**config.mk**
```make
export PLATFORM = sky130hd
export DESIGN_NAME = serial_frame_receiver_fcs_check
export DESIGN_NICKNAME = d
export VERILOG_FILES = /design/src/design/sfr_pkg.sv /design/src/design/sfr_body_mem.sv /design/src/design/sfr_parser.sv /design/src/design/sfr_flush.sv /design/src/design/serial_frame_receiver_fcs_check.sv
export SDC_FILE = /design/constraint.sdc
export NUM_CORES = 1
export LEC_CHECK = 0
export ABC_CLOCK_PERIOD_IN_PS = 4100
export BUFFER_PORTS_ARGS = -buffer_cell sky130_fd_sc_hd__buf_2
export CORE_ASPECT_RATIO = 0.9
export CORE_MARGIN = 5
export CORE_UTILIZATION = 56
export CTS_CLUSTER_SIZE = 24
export DETAILED_ROUTE_END_ITERATION = 8
export GPL_TIMING_DRIVEN = 1
export PLACE_DENSITY = 0.76
export SYNTH_ARGS = -nofsm -noshare
export SYNTH_HDL_FRONTEND = slang
export SYNTH_HIERARCHICAL = 1
export SYNTH_SLANG_ARGS = --single-unit
```
**constraint.sdc**
```tcl
create_clock -name aclk -period 4.1 [get_ports aclk]
set_input_delay 0.205 -clock aclk [delete_from_list [all_inputs] [get_ports aclk]]
set_output_delay 0.205 -clock aclk [all_outputs]
set_load 0.05 [all_outputs]
```
**src/design/sfr_pkg.sv**
```systemverilog
// ---------------------------------------------------------------------------
// Serial frame receiver package
// Shared constants, the flush request type and the frame check update.
// ---------------------------------------------------------------------------
`default_nettype none

package sfr_pkg;

    // Default transfer unit: the body store depth, body limit is two less.
    localparam int TRANSMISSION_UNIT_DEF = 64;

    // Width of frame positions carried between modules (unit is at most 256).
    localparam int FRAME_POS_W = 8;

    localparam logic [7:0] FLAG_BYTE  = 8'h7E;
    localparam logic [7:0] ESC_BYTE   = 8'h7D;
    localparam logic [7:0] ESC_XOR    = 8'h20;
    localparam logic [7:0] DEST_BCAST = 8'hFF;
    localparam logic [7:0] DEST_NULL  = 8'h00;
    localparam int         MIN_BODY   = 5;

    localparam logic [15:0] CHECK_POLY       = 16'h8408;
    localparam logic [15:0] CHECK_SEED_RESET = 16'hFFFF;
    localparam logic [7:0]  OWN_ADDR_RESET   = 8'h00;

    // Configuration register indexes (byte address bit 2).
    localparam logic REG_OWN_ADDRESS = 1'b0;
    localparam logic REG_CHECK_SEED  = 1'b1;

    // Request from the parser to the flush sequencer.
    typedef struct packed {
        logic                   start;
        logic [FRAME_POS_W-1:0] last_pos;
        logic [7:0]             version;
    } flush_req_t;

    // One byte through the reflected 16-bit HDLC frame check.
    function automatic logic [15:0] check_add(input logic [15:0] c_in,
                                              input logic [7:0]  b);
        logic [15:0] c;
        c = c_in ^ {8'h00, b};
        for (int i = 0; i < 8; i++) begin
            if (c[0]) begin
                c = (c >> 1) ^ CHECK_POLY;
            end else begin
                c = c >> 1;
            end
        end
        return c;
    endfunction

endpackage

`default_nettype wire

```
**src/design/sfr_body_mem.sv**
```systemverilog
// ---------------------------------------------------------------------------
// Serial frame receiver body store
// One write port and one read port, read data registered.
// ---------------------------------------------------------------------------
`default_nettype none

module sfr_body_mem #(
    parameter int DEPTH = sfr_pkg::TRANSMISSION_UNIT_DEF,
    parameter int AW    = $clog2(DEPTH)
) (
    input  wire logic          aclk,
    input  wire logic          wr_en,
    input  wire logic [AW-1:0] wr_addr,
    input  wire logic [7:0]    wr_data,
    input  wire logic          rd_en,
    input  wire logic [AW-1:0] rd_addr,
    output logic      [7:0]    rd_data
);

    logic [7:0] mem [DEPTH];
    logic [7:0] rd_data_reg;

    always_ff @(posedge aclk) begin
        if (wr_en) begin
            mem[wr_addr] <= wr_data;
        end
    end

    always_ff @(posedge aclk) begin
        if (rd_en) begin
            rd_data_reg <= mem[rd_addr];
        end
    end

    assign rd_data = rd_data_reg;

endmodule

`default_nettype wire

```
**src/design/sfr_parser.sv**
```systemverilog
// ---------------------------------------------------------------------------
// Serial frame receiver parser
// Frame phase machine, un-escaping, frame check and close decision.
// ---------------------------------------------------------------------------
`default_nettype none

module sfr_parser #(
    parameter int TRANSMISSION_UNIT = sfr_pkg::TRANSMISSION_UNIT_DEF,
    parameter int AW                = $clog2(TRANSMISSION_UNIT)
) (
    input  wire logic                aclk,
    input  wire logic                aresetn,
    input  wire logic                in_take,
    input  wire logic [7:0]          in_byte,
    input  wire logic [7:0]          own_address,
    input  wire logic [15:0]         check_seed,
    output logic                     wr_en,
    output logic      [AW-1:0]       wr_addr,
    output logic      [7:0]          wr_data,
    output sfr_pkg::flush_req_t      flush_req
);

    localparam logic [2:0] PH_HUNT     = 3'd0;
    localparam logic [2:0] PH_VERSION  = 3'd1;
    localparam logic [2:0] PH_COUNT    = 3'd2;
    localparam logic [2:0] PH_BODY     = 3'd3;
    localparam logic [2:0] PH_ESCAPE   = 3'd4;
    localparam logic [2:0] PH_CHECK_HI = 3'd5;
    localparam logic [2:0] PH_CHECK_LO = 3'd6;
    localparam logic [2:0] PH_CLOSE    = 3'd7;

    localparam logic [7:0]    MAX_BODY_B = 8'(TRANSMISSION_UNIT - 2);
    localparam logic [AW-1:0] MIN_POS    = AW'(sfr_pkg::MIN_BODY);

    logic [2:0]    phase_reg,   phase_next;
    logic [AW-1:0] remain_reg,  remain_next;
    logic [AW-1:0] wpos_reg,    wpos_next;
    logic [7:0]    version_reg, version_next;
    logic [7:0]    dest_reg,    dest_next;
    logic [15:0]   crc_reg,     crc_next;
    logic [15:0]   rxchk_reg,   rxchk_next;

    logic       start;
    logic       take;
    logic [7:0] take_byte;
    logic       dest_ok;

    assign dest_ok = (dest_reg == sfr_pkg::DEST_NULL) || (dest_reg == sfr_pkg::DEST_BCAST) ||
                     (dest_reg == own_address);

    always_comb begin
        phase_next   = phase_reg;
        remain_next  = remain_reg;
        wpos_next    = wpos_reg;
        version_next = version_reg;
        dest_next    = dest_reg;
        crc_next     = crc_reg;
        rxchk_next   = rxchk_reg;
        start        = 1'b0;
        take         = 1'b0;
        take_byte    = in_byte;
        flush_req    = '0;

        if (in_take) begin
            unique case (phase_reg)
                PH_HUNT: begin
                    start = (in_byte == sfr_pkg::FLAG_BYTE);
                end
                PH_VERSION: begin
                    version_next = in_byte;
                    crc_next     = sfr_pkg::check_add(crc_reg, in_byte);
                    phase_next   = PH_COUNT;
                end
                PH_COUNT: begin
                    crc_next = sfr_pkg::check_add(crc_reg, in_byte);
                    if ((in_byte == 8'd0) || (in_byte > MAX_BODY_B)) begin
                        phase_next = PH_HUNT;
                    end else begin
                        remain_next = in_byte[AW-1:0];
                        phase_next  = PH_BODY;
                    end
                end
                PH_BODY: begin
                    if (in_byte == sfr_pkg::ESC_BYTE) begin
                        phase_next = PH_ESCAPE;
                    end else if (in_byte == sfr_pkg::FLAG_BYTE) begin
                        start = 1'b1;
                    end else begin
                        take = 1'b1;
                    end
                end
                PH_ESCAPE: begin
                    if ((in_byte == (sfr_pkg::ESC_BYTE ^ sfr_pkg::ESC_XOR)) ||
                        (in_byte == (sfr_pkg::FLAG_BYTE ^ sfr_pkg::ESC_XOR))) begin
                        take      = 1'b1;
                        take_byte = in_byte + sfr_pkg::ESC_XOR;
                    end else if (in_byte == sfr_pkg::FLAG_BYTE) begin
                        start = 1'b1;
                    end else begin
                        phase_next = PH_HUNT;
                    end
                end
                PH_CHECK_HI: begin
                    rxchk_next = {in_byte, 8'h00};
                    phase_next = PH_CHECK_LO;
                end
                PH_CHECK_LO: begin
                    rxchk_next = {rxchk_reg[15:8], in_byte};
                    phase_next = PH_CLOSE;
                end
                PH_CLOSE: begin
                    phase_next = PH_HUNT;
                    if ((in_byte == sfr_pkg::FLAG_BYTE) && (wpos_reg >= MIN_POS) &&
                        (rxchk_reg == crc_reg) && dest_ok) begin
                        flush_req.start = 1'b1;
                    end
                end
            endcase
        end

        if (start) begin
            remain_next = '0;
            wpos_next   = '0;
            crc_next    = check_seed;
            rxchk_next  = '0;
            phase_next  = PH_VERSION;
        end

        if (take) begin
            wpos_next   = wpos_reg + 1'b1;
            crc_next    = sfr_pkg::check_add(crc_reg, take_byte);
            remain_next = remain_reg - 1'b1;
            phase_next  = (remain_reg == AW'(1)) ? PH_CHECK_HI : PH_BODY;
            if (wpos_reg == AW'(1)) begin
                dest_next = take_byte;
            end
        end

        flush_req.last_pos = sfr_pkg::FRAME_POS_W'(wpos_reg) - 1'b1;
        flush_req.version  = version_reg;
    end

    assign wr_en   = take;
    assign wr_addr = wpos_reg;
    assign wr_data = take_byte;

    always_ff @(posedge aclk) begin
        if (!aresetn) begin
            phase_reg   <= PH_HUNT;
            remain_reg  <= '0;
            wpos_reg    <= '0;
            version_reg <= '0;
            dest_reg    <= '0;
            crc_reg     <= sfr_pkg::CHECK_SEED_RESET;
            rxchk_reg   <= '0;
        end else begin
            phase_reg   <= phase_next;
            remain_reg  <= remain_next;
            wpos_reg    <= wpos_next;
            version_reg <= version_next;
            dest_reg    <= dest_next;
            crc_reg     <= crc_next;
            rxchk_reg   <= rxchk_next;
        end
    end

endmodule

`default_nettype wire

```
**src/design/sfr_flush.sv**
```systemverilog
// ---------------------------------------------------------------------------
// Serial frame receiver flush sequencer
// Reads the stored body out of the memory into the result register.
// ---------------------------------------------------------------------------
`default_nettype none

module sfr_flush #(
    parameter int TRANSMISSION_UNIT = sfr_pkg::TRANSMISSION_UNIT_DEF,
    parameter int AW                = $clog2(TRANSMISSION_UNIT)
) (
    input  wire logic                aclk,
    input  wire logic                aresetn,
    input  wire sfr_pkg::flush_req_t flush_req,
    output logic                     busy,
    output logic                     rd_en,
    output logic      [AW-1:0]       rd_addr,
    input  wire logic [7:0]          rd_data,
    output logic                     m_valid,
    input  wire logic                m_ready,
    output logic      [7:0]          m_body_byte,
    output logic      [5:0]          m_body_index,
    output logic      [7:0]          m_header_version,
    output logic                     m_last_byte
);

    localparam int KXW = AW + 6;

    logic          busy_reg;
    logic          pend_reg;
    logic [AW-1:0] k_reg;
    logic [AW-1:0] rd_idx_reg;
    logic [AW-1:0] last_reg;
    logic [7:0]    version_reg;
    logic          m_valid_reg;
    logic [7:0]    byte_reg;
    logic [5:0]    index_reg;
    logic [7:0]    version_out_reg;
    logic          last_out_reg;
    logic [KXW-1:0] idx_ext;

    assign rd_en   = busy_reg && !pend_reg && (k_reg <= last_reg) && (!m_valid_reg || m_ready);
    assign rd_addr = k_reg;
    assign idx_ext = KXW'(rd_idx_reg);

    always_ff @(posedge aclk) begin
        if (!aresetn) begin
            busy_reg    <= 1'b0;
            pend_reg    <= 1'b0;
            m_valid_reg <= 1'b0;
        end else begin
            if (flush_req.start) begin
                busy_reg <= 1'b1;
            end else if (pend_reg && (rd_idx_reg == last_reg)) begin
                busy_reg <= 1'b0;
            end
            pend_reg <= rd_en;
            if (pend_reg) begin
                m_valid_reg <= 1'b1;
            end else if (m_ready) begin
                m_valid_reg <= 1'b0;
            end
        end
    end

    // The version travels with each byte, so a new frame's request cannot
    // disturb a result that is still waiting for its transfer.
    always_ff @(posedge aclk) begin
        if (flush_req.start) begin
            k_reg       <= '0;
            last_reg    <= flush_req.last_pos[AW-1:0];
            version_reg <= flush_req.version;
        end else if (rd_en) begin
            k_reg <= k_reg + 1'b1;
        end
        if (rd_en) begin
            rd_idx_reg <= k_reg;
        end
        if (pend_reg) begin
            byte_reg        <= rd_data;
            index_reg       <= idx_ext[5:0];
            version_out_reg <= version_reg;
            last_out_reg    <= (rd_idx_reg == last_reg);
        end
    end

    assign busy             = busy_reg;
    assign m_valid          = m_valid_reg;
    assign m_body_byte      = byte_reg;
    assign m_body_index     = index_reg;
    assign m_header_version = version_out_reg;
    assign m_last_byte      = last_out_reg;

endmodule

`default_nettype wire

```
**src/design/serial_frame_receiver_fcs_check.sv**
```systemverilog
// ---------------------------------------------------------------------------
// Serial frame receiver with frame check
// Deframes flag-delimited serial bytes, checks the FCS and destination and
// streams the body of each accepted frame out one byte per transfer.
// ---------------------------------------------------------------------------
//
//  Channel   Direction  Handshake            Carries
//  s_        in         s_valid / s_ready    s_rx_byte: one raw line byte
//  m_        out        m_valid / m_ready    body byte, index, version, last
//  APB       in         psel/penable/pready  own_address (0x0), check_seed (0x4)
//
// Outside a flush every input transfer is taken as it is offered: the parser
// updates its phase, frame check and body store write in the same cycle.
// A closing flag of an accepted frame starts a flush that reads the body
// store back, each body byte through a memory read and then the result
// register, and s_ready stays low until the last body byte has been read.
// Reset is synchronous and active low; the body store needs no clearing pass
// as only entries written in the current frame are read.
// Back-pressure on m_ready holds the flush; the input side waits meanwhile.
// ---------------------------------------------------------------------------
`default_nettype none

module serial_frame_receiver_fcs_check #(
    parameter int TRANSMISSION_UNIT = sfr_pkg::TRANSMISSION_UNIT_DEF
) (
    input  wire logic        aclk,
    input  wire logic        aresetn,
    // Input channel
    input  wire logic        s_valid,
    output logic             s_ready,
    input  wire logic [7:0]  s_rx_byte,
    // Result channel
    output logic             m_valid,
    input  wire logic        m_ready,
    output logic      [7:0]  m_body_byte,
    output logic      [5:0]  m_body_index,
    output logic      [7:0]  m_header_version,
    output logic             m_last_byte,
    // Configuration port
    input  wire logic        psel,
    input  wire logic        penable,
    input  wire logic        pwrite,
    input  wire logic [2:0]  paddr,
    input  wire logic [31:0] pwdata,
    output logic      [31:0] prdata,
    output logic             pready
);

    localparam int AW = $clog2(TRANSMISSION_UNIT);

    // Configuration registers.
    logic [7:0]  own_address_reg;
    logic [15:0] check_seed_reg;
    logic        cfg_write;

    // Interconnect between parser, body store and flush sequencer.
    logic                in_take;
    logic                wr_en;
    logic [AW-1:0]       wr_addr;
    logic [7:0]          wr_data;
    logic                rd_en;
    logic [AW-1:0]       rd_addr;
    logic [7:0]          rd_data;
    logic                flush_busy;
    sfr_pkg::flush_req_t flush_req;

    // The APB port never inserts wait states.
    assign pready    = 1'b1;
    assign cfg_write = psel && penable && pwrite;

    always_ff @(posedge aclk) begin
        if (!aresetn) begin
            own_address_reg <= sfr_pkg::OWN_ADDR_RESET;
            check_seed_reg  <= sfr_pkg::CHECK_SEED_RESET;
        end else if (cfg_write) begin
            unique case (paddr[2])
                sfr_pkg::REG_OWN_ADDRESS: own_address_reg <= pwdata[7:0];
                sfr_pkg::REG_CHECK_SEED:  check_seed_reg  <= pwdata[15:0];
            endcase
        end
    end

    always_comb begin
        unique case (paddr[2])
            sfr_pkg::REG_OWN_ADDRESS: prdata = {24'h000000, own_address_reg};
            sfr_pkg::REG_CHECK_SEED:  prdata = {16'h0000, check_seed_reg};
        endcase
    end

    // New line bytes are held off only while a frame body is being flushed.
    assign s_ready = !flush_busy;
    assign in_take = s_valid && s_ready;

    sfr_parser #(
        .TRANSMISSION_UNIT (TRANSMISSION_UNIT),
        .AW                (AW)
    ) u_parser (
        .aclk        (aclk),
        .aresetn     (aresetn),
        .in_take     (in_take),
        .in_byte     (s_rx_byte),
        .own_address (own_address_reg),
        .check_seed  (check_seed_reg),
        .wr_en       (wr_en),
        .wr_addr     (wr_addr),
        .wr_data     (wr_data),
        .flush_req   (flush_req)
    );

    sfr_body_mem #(
        .DEPTH (TRANSMISSION_UNIT),
        .AW    (AW)
    ) u_body_mem (
        .aclk    (aclk),
        .wr_en   (wr_en),
        .wr_addr (wr_addr),
        .wr_data (wr_data),
        .rd_en   (rd_en),
        .rd_addr (rd_addr),
        .rd_data (rd_data)
    );

    sfr_flush #(
        .TRANSMISSION_UNIT (TRANSMISSION_UNIT),
        .AW                (AW)
    ) u_flush (
        .aclk             (aclk),
        .aresetn          (aresetn),
        .flush_req        (flush_req),
        .busy             (flush_busy),
        .rd_en            (rd_en),
        .rd_addr          (rd_addr),
        .rd_data          (rd_data),
        .m_valid          (m_valid),
        .m_ready          (m_ready),
        .m_body_byte      (m_body_byte),
        .m_body_index     (m_body_index),
        .m_header_version (m_header_version),
        .m_last_byte      (m_last_byte)
    );

    // A flush can only be requested while no earlier flush is running.
    a_flush_not_nested: assert property (@(posedge aclk) disable iff (!aresetn)
        flush_req.start |-> !flush_busy)
        else $error("flush requested while a flush is running");

    // A request always puts the sequencer into its busy state.
    a_flush_starts: assert property (@(posedge aclk) disable iff (!aresetn)
        flush_req.start |=> flush_busy)
        else $error("flush request not taken");

    // A new result only appears after a body store read.
    a_result_from_read: assert property (@(posedge aclk) disable iff (!aresetn)
        $rose(m_valid) |-> $past(rd_en, 2))
        else $error("result shown without a memory read");

    // The body store is never written while it is being read back.
    a_no_write_in_flush: assert property (@(posedge aclk) disable iff (!aresetn)
        rd_en |-> !wr_en)
        else $error("body store written during flush");

endmodule

`default_nettype wire
```
* Yosys cells after proc, flatten, opt, wreduce, memory -nomap -nowiden
Memories as Yosys holds them, arrays and structs flattened. A register that Yosys moved wholly into a read port is not among the register bits. Index checks and enable logic that the tools add are counted.
Storage, ports and cells: memories kept 1, flip-flop bits (word level) 139, bits of input ports 50, memory bits (writable) 512, output and inout port bits 58
Cells by class: reduce and logical (&&, ||, !) cells 39, equal/unequal tests 21, bitwise operators 28, muxes and demuxes 102, $lt $le $gt $ge 3, $add $sub $neg 5
Memory list:
- u_body_mem.mem | depth 64, width 8, rd ports 1, clocked after Yosys merged registers in 1, write ports 1, RTL line sfr_body_mem.sv:20 | logic [7:0] mem [DEPTH];
Operators with widths (count):
- $mux 16 | 61
- $not 2->3 | 23
- $pmux 16 s2 | 2
- $pmux 32 s2 | 1
- $mux 6 | 7
- $eq 8x7->1 const B | 4
- $xor 16x8->16 | 2
- $mux 8 | 3
- $mux 3 | 7
- $pmux 3 s7 | 1
- $mux 1 | 17
- $eq 16x16->1 | 1
- $logic_not 8->1 | 2
- $add 6x1->6 const B | 2
- $eq 3x3->1 const B | 4
- $eq 6x1->1 const B | 2
- $reduce_and 2->1 | 6
- $sub 6x1->6 const B | 2
- $logic_and 1x1->1 | 10
- $reduce_bool 9->1 | 1
- $add 8x6->8 const B | 1
- $eq 8x8->1 | 1
- $eq 8x8->1 const B | 1
- $gt 8x6->1 const B | 1
- other kinds (21) | 36

* Logic depth before layout (Yosys ltp)
Gate-level depths: netlist of the first run.
word-level depth 35, depth in mapped cells 10

* By module
Netlist of the first run, hierarchy kept.
Modules (own cells, without submodules):
- sfr_body_mem | cells an instance 940, area an instance 20246.9 um^2, times used 1
- sfr_parser | cells an instance 502, area an instance 4204.0 um^2, times used 1
- sfr_flush | cells an instance 116, area an instance 1928.1 um^2, times used 1
- serial_frame_receiver_fcs_check | cells an instance 145, area an instance 1366.3 um^2, times used 1

* Least setup slack after synthesis of the first run
OpenSTA, ideal clock, no wires.
path kind flip-flop to flip-flop, start point reg u_parser.wpos_reg[0] (netlist: u_parser/wr_addr[0]), end point reg u_flush.k_reg[2] (netlist: u_flush/rd_addr[2]), path slack 304 ps, data arrival time 3673 ps, cell stages (with the launch flop) 10, path buffers 1, path through dfxtp_1 inv_1 ha_1 nand2b_1 a2111oi_0 or4_1 nor4_1 buf_1 nor2b_1 mux2_1
RTL lines:
- start: declaration | RTL line sfr_parser.sv:37 | logic [AW-1:0] wpos_reg, wpos_next;
- start signal: assignment | RTL line sfr_parser.sv:159 | wpos_reg <= wpos_next;
- end signal: assignment | RTL line sfr_flush.sv:73 | k_reg <= k_reg + 1'b1;
- end: declaration | RTL line sfr_flush.sv:30 | logic [AW-1:0] k_reg;

* Worst setup path after layout of the first run
start point reg u_flush.busy_reg (netlist: u_flush/busy), end point mem u_body_mem.mem[60][4], enable pin
Between the ends: word-level cells in the longest chain between the ends 5
RTL lines:
- start: declaration | RTL line sfr_flush.sv:28 | logic busy_reg;
- start signal: assignment | RTL line sfr_flush.sv:47 | busy_reg <= 1'b0;
- start signal: assignment | RTL line sfr_flush.sv:52 | busy_reg <= 1'b1;
- start signal: assignment | RTL line sfr_flush.sv:54 | busy_reg <= 1'b0;
- $logic_not 1->1 | RTL line serial_frame_receiver_fcs_check.sv:91 | assign s_ready = !flush_busy;
- $logic_and 1x1->1 | RTL line serial_frame_receiver_fcs_check.sv:92 | assign in_take = s_valid && s_ready;
- named net in_take | RTL line serial_frame_receiver_fcs_check.sv:57 | logic in_take;
- $mux 1 | RTL line sfr_parser.sv:64 | if (in_take) begin
- named net wr_en | RTL line serial_frame_receiver_fcs_check.sv:58 | logic wr_en;
- $mux 1 | RTL line sfr_body_mem.sv:24 | if (wr_en) begin
- $mux 1 (implied by the code) | RTL line sfr_body_mem.sv:25 | mem[wr_addr] <= wr_data;
- end: declaration | RTL line sfr_body_mem.sv:20
The timed path passes the listed nets, and every way through them passes these cells.

==> results of run 1 <==
final cells by class:
class                   instances  area [um2]
flip-flops and latches        659       18840
fillers                      3310       17950
multi-input cells             921        8144
clock buffers                  73        1549
repair buffers                194        1369
well taps                     632       790.8
clock inverters                36       311.5
inverters                      20       76.32
diodes                          2       5.005
repair_timing:
action,4_1_cts,5_1_grt
hold buffers,22,0
hold endpoints to repair,31,0
endpoints found under the setup margin,0,0
routing by layer:
| metal | wire length (um) | part of all wire, % | vias up | track usage, % |
|---|---|---|---|---|
| met5 | 0 | 0 | - | 0 |
| met4 | 1328 | 2.2 | 0 | 5.592 |
| met3 | 5169 | 8.4 | 108 | 3.632 |
| met2 | 30190 | 49 | 774 | 36.50 |
| met1 | 24970 | 40 | 8014 | 33.03 |
| li1 | - | - | 6874 | - |
where the power goes:
group          internal, mW  leakage (nW)  switching [mW]
Combinational         0.113          3.24           0.274
Sequential             7.27          5.84          0.0167
Clock                  2.99         0.910            2.40
Total                  10.4          9.99            2.69
worst max path at each step:
| stage | cells after the start | to | slack, ns |
|---|---|---|---|
| global placement | 8 | u_body_mem/mem[60][1]$_DFFE_PP_ | 1.03 |
| CTS | 8 | u_body_mem/mem[60][4]$_DFFE_PP_ | 0.87 |
| finish | 8 | u_body_mem/mem[60][4]$_DFFE_PP_ | 0.77 |
| detailed placement | 8 | u_body_mem/mem[60][1]$_DFFE_PP_ | 0.89 |
| global route | 8 | u_body_mem/mem[60][4]$_DFFE_PP_ | 0.60 |
| floorplan | 9 | u_flush/rd_addr[2]$_SDFFE_PP0P_ | 0.31 |
critical path, cell delays in order (launching register included):
cell	delay (ns)
dfxtp_1	0.34
nor2b_1	0.61
inv_1	0.30
a211o_1	0.34
clkinv_2	0.15
nor2b_1	0.27
nand2_1	0.40
nor2_1	0.40
buf_4	0.22
cell usage in the layout, fill, tap and decap left out, drive strengths merged, types with 7 or more instances in the layout:
cell	instances
o22ai	11
xnor2	29
o31ai	7
o21ai	26
nand4	13
inv	21
ha	13
nor3	19
a21oi	42
a211oi	15
edfxtp	563
mux4	126
nor2b	69
nand2b	17
mux2	22
xor2	40
buf	172
mux2i	63
and3	7
conb	17
clkinv	30
dlygate4sd3	22
dfxtp	96
clkbuf	73
nor2	124
and2	15
nor4	10
o221ai	8
nand2	89
nand3	34
metrics by stage:
| stage | instances | utilization (%) |
|---|---|---|
| 2_1_floorplan | 1716 | - |
| 3_3_place_gp | 2404 | 59.14 |
| 3_5_place_dp | 2404 | 59.14 |
| 4_1_cts | 2535 | 63.38 |
| 5_1_grt | 2537 | 63.39 |
| 6_report | 2537 | 63.39 |
==> impl_metrics.yaml, run 1 <==
pwr:
  power.total_mw: 13.06
  ir_drop_mv: 0.3146
  p_leak_nw: 9.990
  power-per-cell-area_mw_per_mm2: 420.1
route:
  dr.pass1.iters: 5
  final_antenna_net_count: 0
  drt_iter0_markers: 2061
  post_drt_wl_per_cell_um: 24.30
  routed_wl_um: 61660
  viasPerCell: 6.216
  route.detailed.drc: 0
  num_vias: 15770
worst_setup_path:
  crit_fanout: 9
  crit_required_ns: 4.44
  cp-start-kind: "flip-flop"
  critical_path_class: "reg2reg"
  r2r_start: "u_flush/busy$_SDFFE_PN0P_"
  critical_path.endpoint_type: "flip-flop"
  regToRegSetupSlack_ns: 0.77
  crit_arrival_ns: 3.67
  startpoint: "u_flush/busy$_SDFFE_PN0P_"
  r2r_cells: 8
  timing.rr.end: "u_body_mem/mem[60][4]$_DFFE_PP_"
sta:
  finalSetupViolations: 0
  whs_ns: 0.05633
  fin_crit_sh_pct: 81.25
  setup_slack_ns: 0.7686
  grt_setup_unrepaired: "no"
  hold_violations: 0
  layout_min_cycle_time_ns: 3.331
  final_max_slew_viol_count: 0
  fmax_mhz: 300.2
  slew_headroom_pct: 18.55
  fin_skew_ns: 0.01642
  tns_ns: 0
  worst_pin_slew_ns: 1.219
clock_network:
  postCtsResizedCells: 0
  cts_root_buffer: "clkbuf_16"
  cts_buffers: 59
  cts-htree-levels: 2
  post_cts_buffers: 0
  cts_tree: "done"
  clkTransAtPathRegs_ns: 0.07
  clk_path_buf_depth: 3
  clock_latency_ns: 0.63
  numClockSinks: 659
run_status:
  status: "completed"
job:
  cap_violations: 0
synth:
  ys_warn_count: 6
  avgSynthCellArea_um2: 16.30
  syn_inst: 1701
  synth_area_mm2: 0.02773
cells_and_area:
  area_delta_synth_final_pct: 12.10
  largest_reg_flops: 512
  drive_gt1_share_pct: 22.54
  final_net_count: 1918
  regMostFlops: "u_body_mem/mem"
  stdcell_area_mm2: 0.03109
placed_design:
  globalplace.congestion: 0.8674
  portBuffers: 72
  hpwl_um: 38310
  dp_worst_setup_slack_ns: 0.8950
  dpl-instance-area_mm2: 0.02900
hold_path:
  hold_path.class: "in2reg"
  hp-start: "s_rx_byte[1]"
  hold_path_depth: 1
  holdPathEnd: "u_body_mem/mem[55][1]$_DFFE_PP_"
floorplan:
  dieArea_mm2: 0.05408
  std_cell_rows: 77
  die_x_um: 244.6
  die_h_um: 221.1
  io-pin-count: 108
  start_util_pct: 56.55
  core-area_mm2: 0.04904
global_route:
  grt.total_usage_pct: 22.64
  grt_start_max_net_pins: 69
  grt_pass1_wl_um: 95080
  overflow: 0
  antenna_found_initial: 2
  grt_pass1_vias: 15860
No activity file was read; power rests on OpenSTA's default activity.
==> run 2, diff against run 1 <==
Settings changed: ABC_CLOCK_PERIOD_IN_PS 4100 to 3000.
Clock period 4.1 ns to 3 ns, I/O delays scaled along.
==> run 2 against run 1 <==
Compared with the run above: total power grew 45%; register-to-register slack lost 0.68 ns; count of clock-buffer cells in the layout grew 2; cell count grew 1.9%; flip-flop and latch count is the same; first-iteration DRC count shrank 14%; clock skew grew 0.026 ns; fmax grew 15%; combinational power grew 42%; non-clock buffer count grew 47; sequential power grew 37%; die area is the same.
==> impl_metrics.yaml, run 2 (synthesized netlist as in run 1, its figures left out) <==
run_status:
  status: "completed"
sta:
  finalSetupViolations: 0
  hold_violations: 0
  slew_headroom_pct: 38.63
  setup_slack_ns: 0.09089
  whs_ns: 0.05347
  final_max_slew_viol_count: 0
  tns_ns: 0
  fmax_mhz: 343.7
  fin_skew_ns: 0.04227
  grt_setup_unrepaired: "yes"
  layout_min_cycle_time_ns: 2.909
  fin_crit_sh_pct: 96.97
  worst_pin_slew_ns: 0.9205
route:
  post_drt_wl_per_cell_um: 24.82
  route.detailed.drc: 0
  routed_wl_um: 64160
  drt_iter0_markers: 1763
  final_antenna_net_count: 0
  num_vias: 16030
  dr.pass1.iters: 5
  viasPerCell: 6.201
pwr:
  power-per-cell-area_mw_per_mm2: 593.2
  p_leak_nw: 10.39
  ir_drop_mv: 0.5007
  power.total_mw: 18.90
cells_and_area:
  area_delta_synth_final_pct: 14.92
  final_common_cell: "edfxtp_1"
  largest_reg_flops: 512
  drive_gt1_share_pct: 24.95
  final_net_count: 1967
  final_cell_mix: "563 x edfxtp_1, 133 x buf_4, 126 x mux4_2, 123 x nor2_1, 92 x dfxtp_1"
  regMostFlops: "u_body_mem/mem"
placed_design:
  dp_worst_setup_slack_ns: 0.1331
  hpwl_um: 39720
  globalplace.congestion: 0.8867
  portBuffers: 72
global_route:
  grt_start_max_net_pins: 70
  grt_pass1_vias: 16250
  grt.total_usage_pct: 23.46
  grt_pass1_wl_um: 97900
  antenna_found_initial: 2
  overflow: 0
hold_path:
  hp-start: "aresetn"
  hold_path.class: "in2reg"
worst_setup_path:
  cp-start-kind: "flip-flop"
  path_buf_inv: 2
  critPathTopFamily: "simple AND/OR/NAND/NOR gates"
  crit_arrival_ns: 3.22
  max_stage_delay_ns: 0.43
  cp_cell_sequence: "nor3b_1, nand4_2, a211o_1, clkinv_2, nor2b_1, nand2_1, nor2_1, buf_4"
  slowest_stage: "dfxtp_1"
  crit_required_ns: 3.32
  r2r_start: "u_parser/phase_reg[2]$_SDFFE_PN0P_"
  crit_fanout: 6
  critical_path.endpoint_type: "flip-flop"
  startpoint: "u_parser/phase_reg[2]$_SDFFE_PN0P_"
  critical_path_class: "reg2reg"
floorplan:
  io-pin-count: 108
  start_util_pct: 56.55
  std_cell_rows: 77
  die_x_um: 244.6
  dieArea_mm2: 0.05408
  core-area_mm2: 0.04904
  die_h_um: 221.1
clock_network:
  cts-htree-levels: 2
  cts_buffers: 61
  clock_latency_ns: 0.64
  cts_root_buffer: "clkbuf_16"
  clk_path_buf_depth: 3
  numClockSinks: 659
  cts_tree: "done"
  clkTransAtPathRegs_ns: 0.07
job:
  cap_violations: 0
run 2: path summary, 6_finish.rpt:
check	end	slack, ns	cells past startpoint
worst min-delay path	u_parser/crc_reg[12]$_SDFFE_PN1P_	0.05	2
worst max-delay path	u_body_mem/mem[58][6]$_DFFE_PP_	0.09	8
worst max register to register	u_body_mem/mem[58][6]$_DFFE_PP_	0.09	8
worst min register to register	u_flush/m_body_byte[0]$_DFFE_PP_	0.42	0
run 2: layout make-up:
cell class / instances / area [um2]
fill: 3247 / 17170
clock buffer: 75 / 1579
tap: 632 / 790.8
multi-input combinational: 921 / 8155
sequential: 659 / 18840
antenna: 1 / 2.502
timing repair buffer: 241 / 1829
clock inverter: 36 / 595.6
inverter: 20 / 76.32
run 2: report_power, final:
group | switching [mW] | leakage [nW] | internal [mW] | total (mW)
Clock | 3.37 | 1.05 | 5.04 | 8.41
Sequential | 0.0204 | 5.84 | 9.93 | 9.95
Combinational | 0.380 | 3.51 | 0.168 | 0.548
Total | 3.77 | 10.4 | 15.1 | 18.9
run 2: per-stage QoR:
step	area, um2	cells	util (%)
6_report	31870	2585	64.99
5_1_grt	31870	2585	64.99
4_1_cts	31860	2584	64.98
3_5_place_dp	29440	2448	60.03
3_3_place_gp	29440	2448	60.03
2_1_floorplan	27800	1716	-
run 2: worst register-to-register path: cells and delay by family (launching register included):
kind | cells | cell delay (ns)
AND/OR/NAND/NOR | 5 | 1.50
buffers and inverters | 2 | 0.30
AO/OA/AOI/OAI | 1 | 0.37
flip-flops | 1 | 0.43
run 2: metal layers:
metal / global-route usage [%] / routed length [um] / vias to the layer above / share of wire (%)
met5: 0 / 43 / - / 0.067
met2: 37.59 / 31200 / 761 / 49
met3: 4.657 / 5654 / 117 / 8.8
met4: 6.298 / 1652 / 2 / 2.6
met1: 33.63 / 25600 / 8180 / 40
li1: - / - / 6969 / -
run 2: repair_timing:
| action | CTS | global route |
|---|---|---|
| hold buffers | 25 | 0 |
| setup buffers | 0 | 0 |
| hold endpoints to repair | 45 | 0 |
| gates resized for setup | 0 | 1 |
| setup endpoints to repair | 0 | 8 |
==> run 3, diff against run 2 <==
Settings changed: ABC_CLOCK_PERIOD_IN_PS 3000 to 2400.
Clock period 3 ns to 2.4 ns, I/O delays scaled along.
==> run 3 against run 2 <==
Compared with the run above: the run now ends with negative setup slack left; critical path depth down 1; critical path type unchanged; total power rose by 21%; count of clock-buffer cells in the layout grew 13; utilization increased by 3.6 points; sequential share of layout area shrank 3.1 points; flip-flop and latch count is the same; clock skew fell by 0.020 ns; non-clock buffer count is 78 higher.
==> impl_metrics.yaml, run 3 (synthesized netlist as in run 1, its figures left out) <==
route:
  num_vias: 16620
  post_drt_wl_per_cell_um: 25.69
  viasPerCell: 6.225
  final_antenna_net_count: 0
  drt_iter0_markers: 1850
  dr.pass1.iters: 7
  routed_wl_um: 68600
  route.detailed.drc: 0
pwr:
  p_comb_share_pct: 3.1
  ir_drop_mv: 0.5445
  power-per-cell-area_mw_per_mm2: 679.9
  p_clk_share_pct: 42.5
  switching_power_mw: 4.769
  seqPwrFrac_pct: 54.4
  power.total_mw: 22.86
  switching_share_pct: 20.86
  p_leak_nw: 11.00
  intPower_mw: 18.09
worst_setup_path:
  slowest_stage: "mux4_2"
  cp-endpoint: "u_body_mem/rd_data[6]$_DFFE_PP_"
  cp-start-kind: "flip-flop"
  path_buf_inv: 3
  regToRegSetupSlack_ns: -0.07
  critPathTopFamily: "multiplexers"
  crit_required_ns: 2.75
  crit_cells: 7
  r2r_cells: 7
  crit_fanout: 8
  critical_path.endpoint_type: "flip-flop"
  critical_path_class: "reg2reg"
  timing.rr.end: "u_body_mem/rd_data[6]$_DFFE_PP_"
  startpoint: "u_flush/rd_addr[0]$_SDFFE_PP0P_"
  max_stage_delay_ns: 0.55
  crit_arrival_ns: 2.82
  cp_cell_sequence: "buf_6, clkbuf_16, buf_6, mux4_2, mux4_2, nor2_2, o32ai_2"
  r2r_start: "u_flush/rd_addr[0]$_SDFFE_PP0P_"
floorplan:
  std_cell_rows: 77
  die_x_um: 244.6
  die_h_um: 221.1
  core-area_mm2: 0.04904
  start_util_pct: 56.55
  dieArea_mm2: 0.05408
  io-pin-count: 108
sta:
  final_max_slew_viol_count: 0
  hold_violations: 0
  finalSetupViolations: 10
  slew_headroom_pct: 43.49
  grt_setup_unrepaired: "yes"
  fin_crit_sh_pct: 102.8
  fin_skew_ns: 0.02210
  fmax_mhz: 405.4
  whs_ns: 0.08071
  worst_pin_slew_ns: 0.8456
  layout_min_cycle_time_ns: 2.467
  setup_slack_ns: -0.06667
global_route:
  overflow: 0
  grt.total_usage_pct: 24.14
  grt_pass1_wl_um: 100100
  grt_start_max_net_pins: 69
  grt_pass1_vias: 16360
  antenna_found_initial: 2
placed_design:
  hpwl_um: 42400
  dp_worst_setup_slack_ns: -0.07247
  portBuffers: 72
  globalplace.congestion: 0.8747
clock_network:
  clk_path_buf_depth: 3
  cts_root_buffer: "clkbuf_16"
  clock_latency_ns: 0.61
  cts-htree-levels: 3
  cts_tree: "done"
  numClockSinks: 659
  clkTransAtPathRegs_ns: 0.06
  cts_buffers: 67
cells_and_area:
  final_net_count: 2051
  n_antenna_cell: 0
  area_delta_synth_final_pct: 21.22
  multi_input_area_mm2: 0.008731
  final_common_cell: "edfxtp_1"
  final_cell_mix: "563 x edfxtp_1, 139 x buf_4, 126 x mux4_2, 88 x dfxtp_1, 84 x nand2_1"
  final-seq-area_mm2: 0.01885
  drive_gt1_share_pct: 32.53
  regMostFlops: "u_body_mem/mem"
  n_fill_cell: 3065
  largest_reg_flops: 512
run_status:
  status: "finished, violations left"
  violations: "negative setup slack"
job:
  cap_violations: 0
hold_path:
  hold_path.class: "in2reg"
[run 3: changes by cell type in the layout (fill, tap and decap cells not counted), sizes merged]
cell,previous run,this run
bufinv,15,1
buf,216,291
diode,1,0
clkinv,15,26
dlygate4sd3,25,23
clkinvlp,3,1
clkbuf,75,93
[run 3: what timing repair did]
item                       4_1_cts  5_1_grt
buffers inserted                 4       17
hold endpoints to repair        40        0
setup endpoints to repair      405      332
hold buffers                    23        0
gates resized for setup         15       78
pin swaps                        2       18
gates cloned                     0        5
[run 3: cell type report]
cell class	count	share of cell area [%]
Clock buffer	88	5.378
Clock inverter	31	0.6290
Inverter	20	0.2308
Multi-Input combinational cell	921	25.97
Sequential cell	659	56.07
Tap cell	632	2.352
Timing Repair Buffer	319	9.372
[run 3: worst min-delay path by stage]
stage	slack, ns	depth (start not counted)	endpoint	from
6_report	0.08	3	check_seed_reg[0]$_SDFFE_PN1P_	penable
5_1_grt	0.08	3	check_seed_reg[1]$_SDFFE_PN1P_	penable
4_1_cts	0.06	3	check_seed_reg[0]$_SDFFE_PN1P_	penable
3_5_place_dp	0.39	3	check_seed_reg[14]$_SDFFE_PN1P_	pwdata[14]
3_3_place_gp	0.37	3	check_seed_reg[8]$_SDFFE_PN1P_	pwdata[8]
2_1_floorplan	0.24	1	u_flush/busy$_SDFFE_PN0P_	aresetn
[run 3: power by group through the flow]
stage               logic [mW]  registers (mW)  clock network, mW
floorplan                0.476            12.7                  0
global placement         0.646            12.7                  0
detailed placement       0.669            12.7                  0
CTS                      0.703            12.4               9.85
global route             0.757            12.4               10.4
finish                   0.708            12.4               9.71
[run 3: through the flow]
| step | area (um2) | utilization (%) | setup TNS, ns | cells |
|---|---|---|---|---|
| after floorplan | 28140 | - | -56.63 | 1716 |
| after global placement | 30660 | 62.52 | -0.2356 | 2502 |
| after detailed placement | 30660 | 62.52 | -8.286 | 2502 |
| after CTS | 33000 | 67.30 | 0 | 2648 |
| after global routing | 33620 | 68.55 | -6.170 | 2670 |
| final | 33620 | 68.55 | -0.2403 | 2670 |
[run 3: per-layer routing]
layer  vias to the layer above  part of all wire [%]  track usage (%)
met4                         4                   2.7            6.551
met5                         -                 0.039                0
met1                      8445                    40            34.30
li1                       7156                     -                -
met2                       859                    49            38.31
met3                       157                   8.6            5.623
[run 3: tightest hold or removal path, stage by stage]
cell and delay [ns]:
buf_2 0.10, and4_4 0.26, mux2i_1 0.14
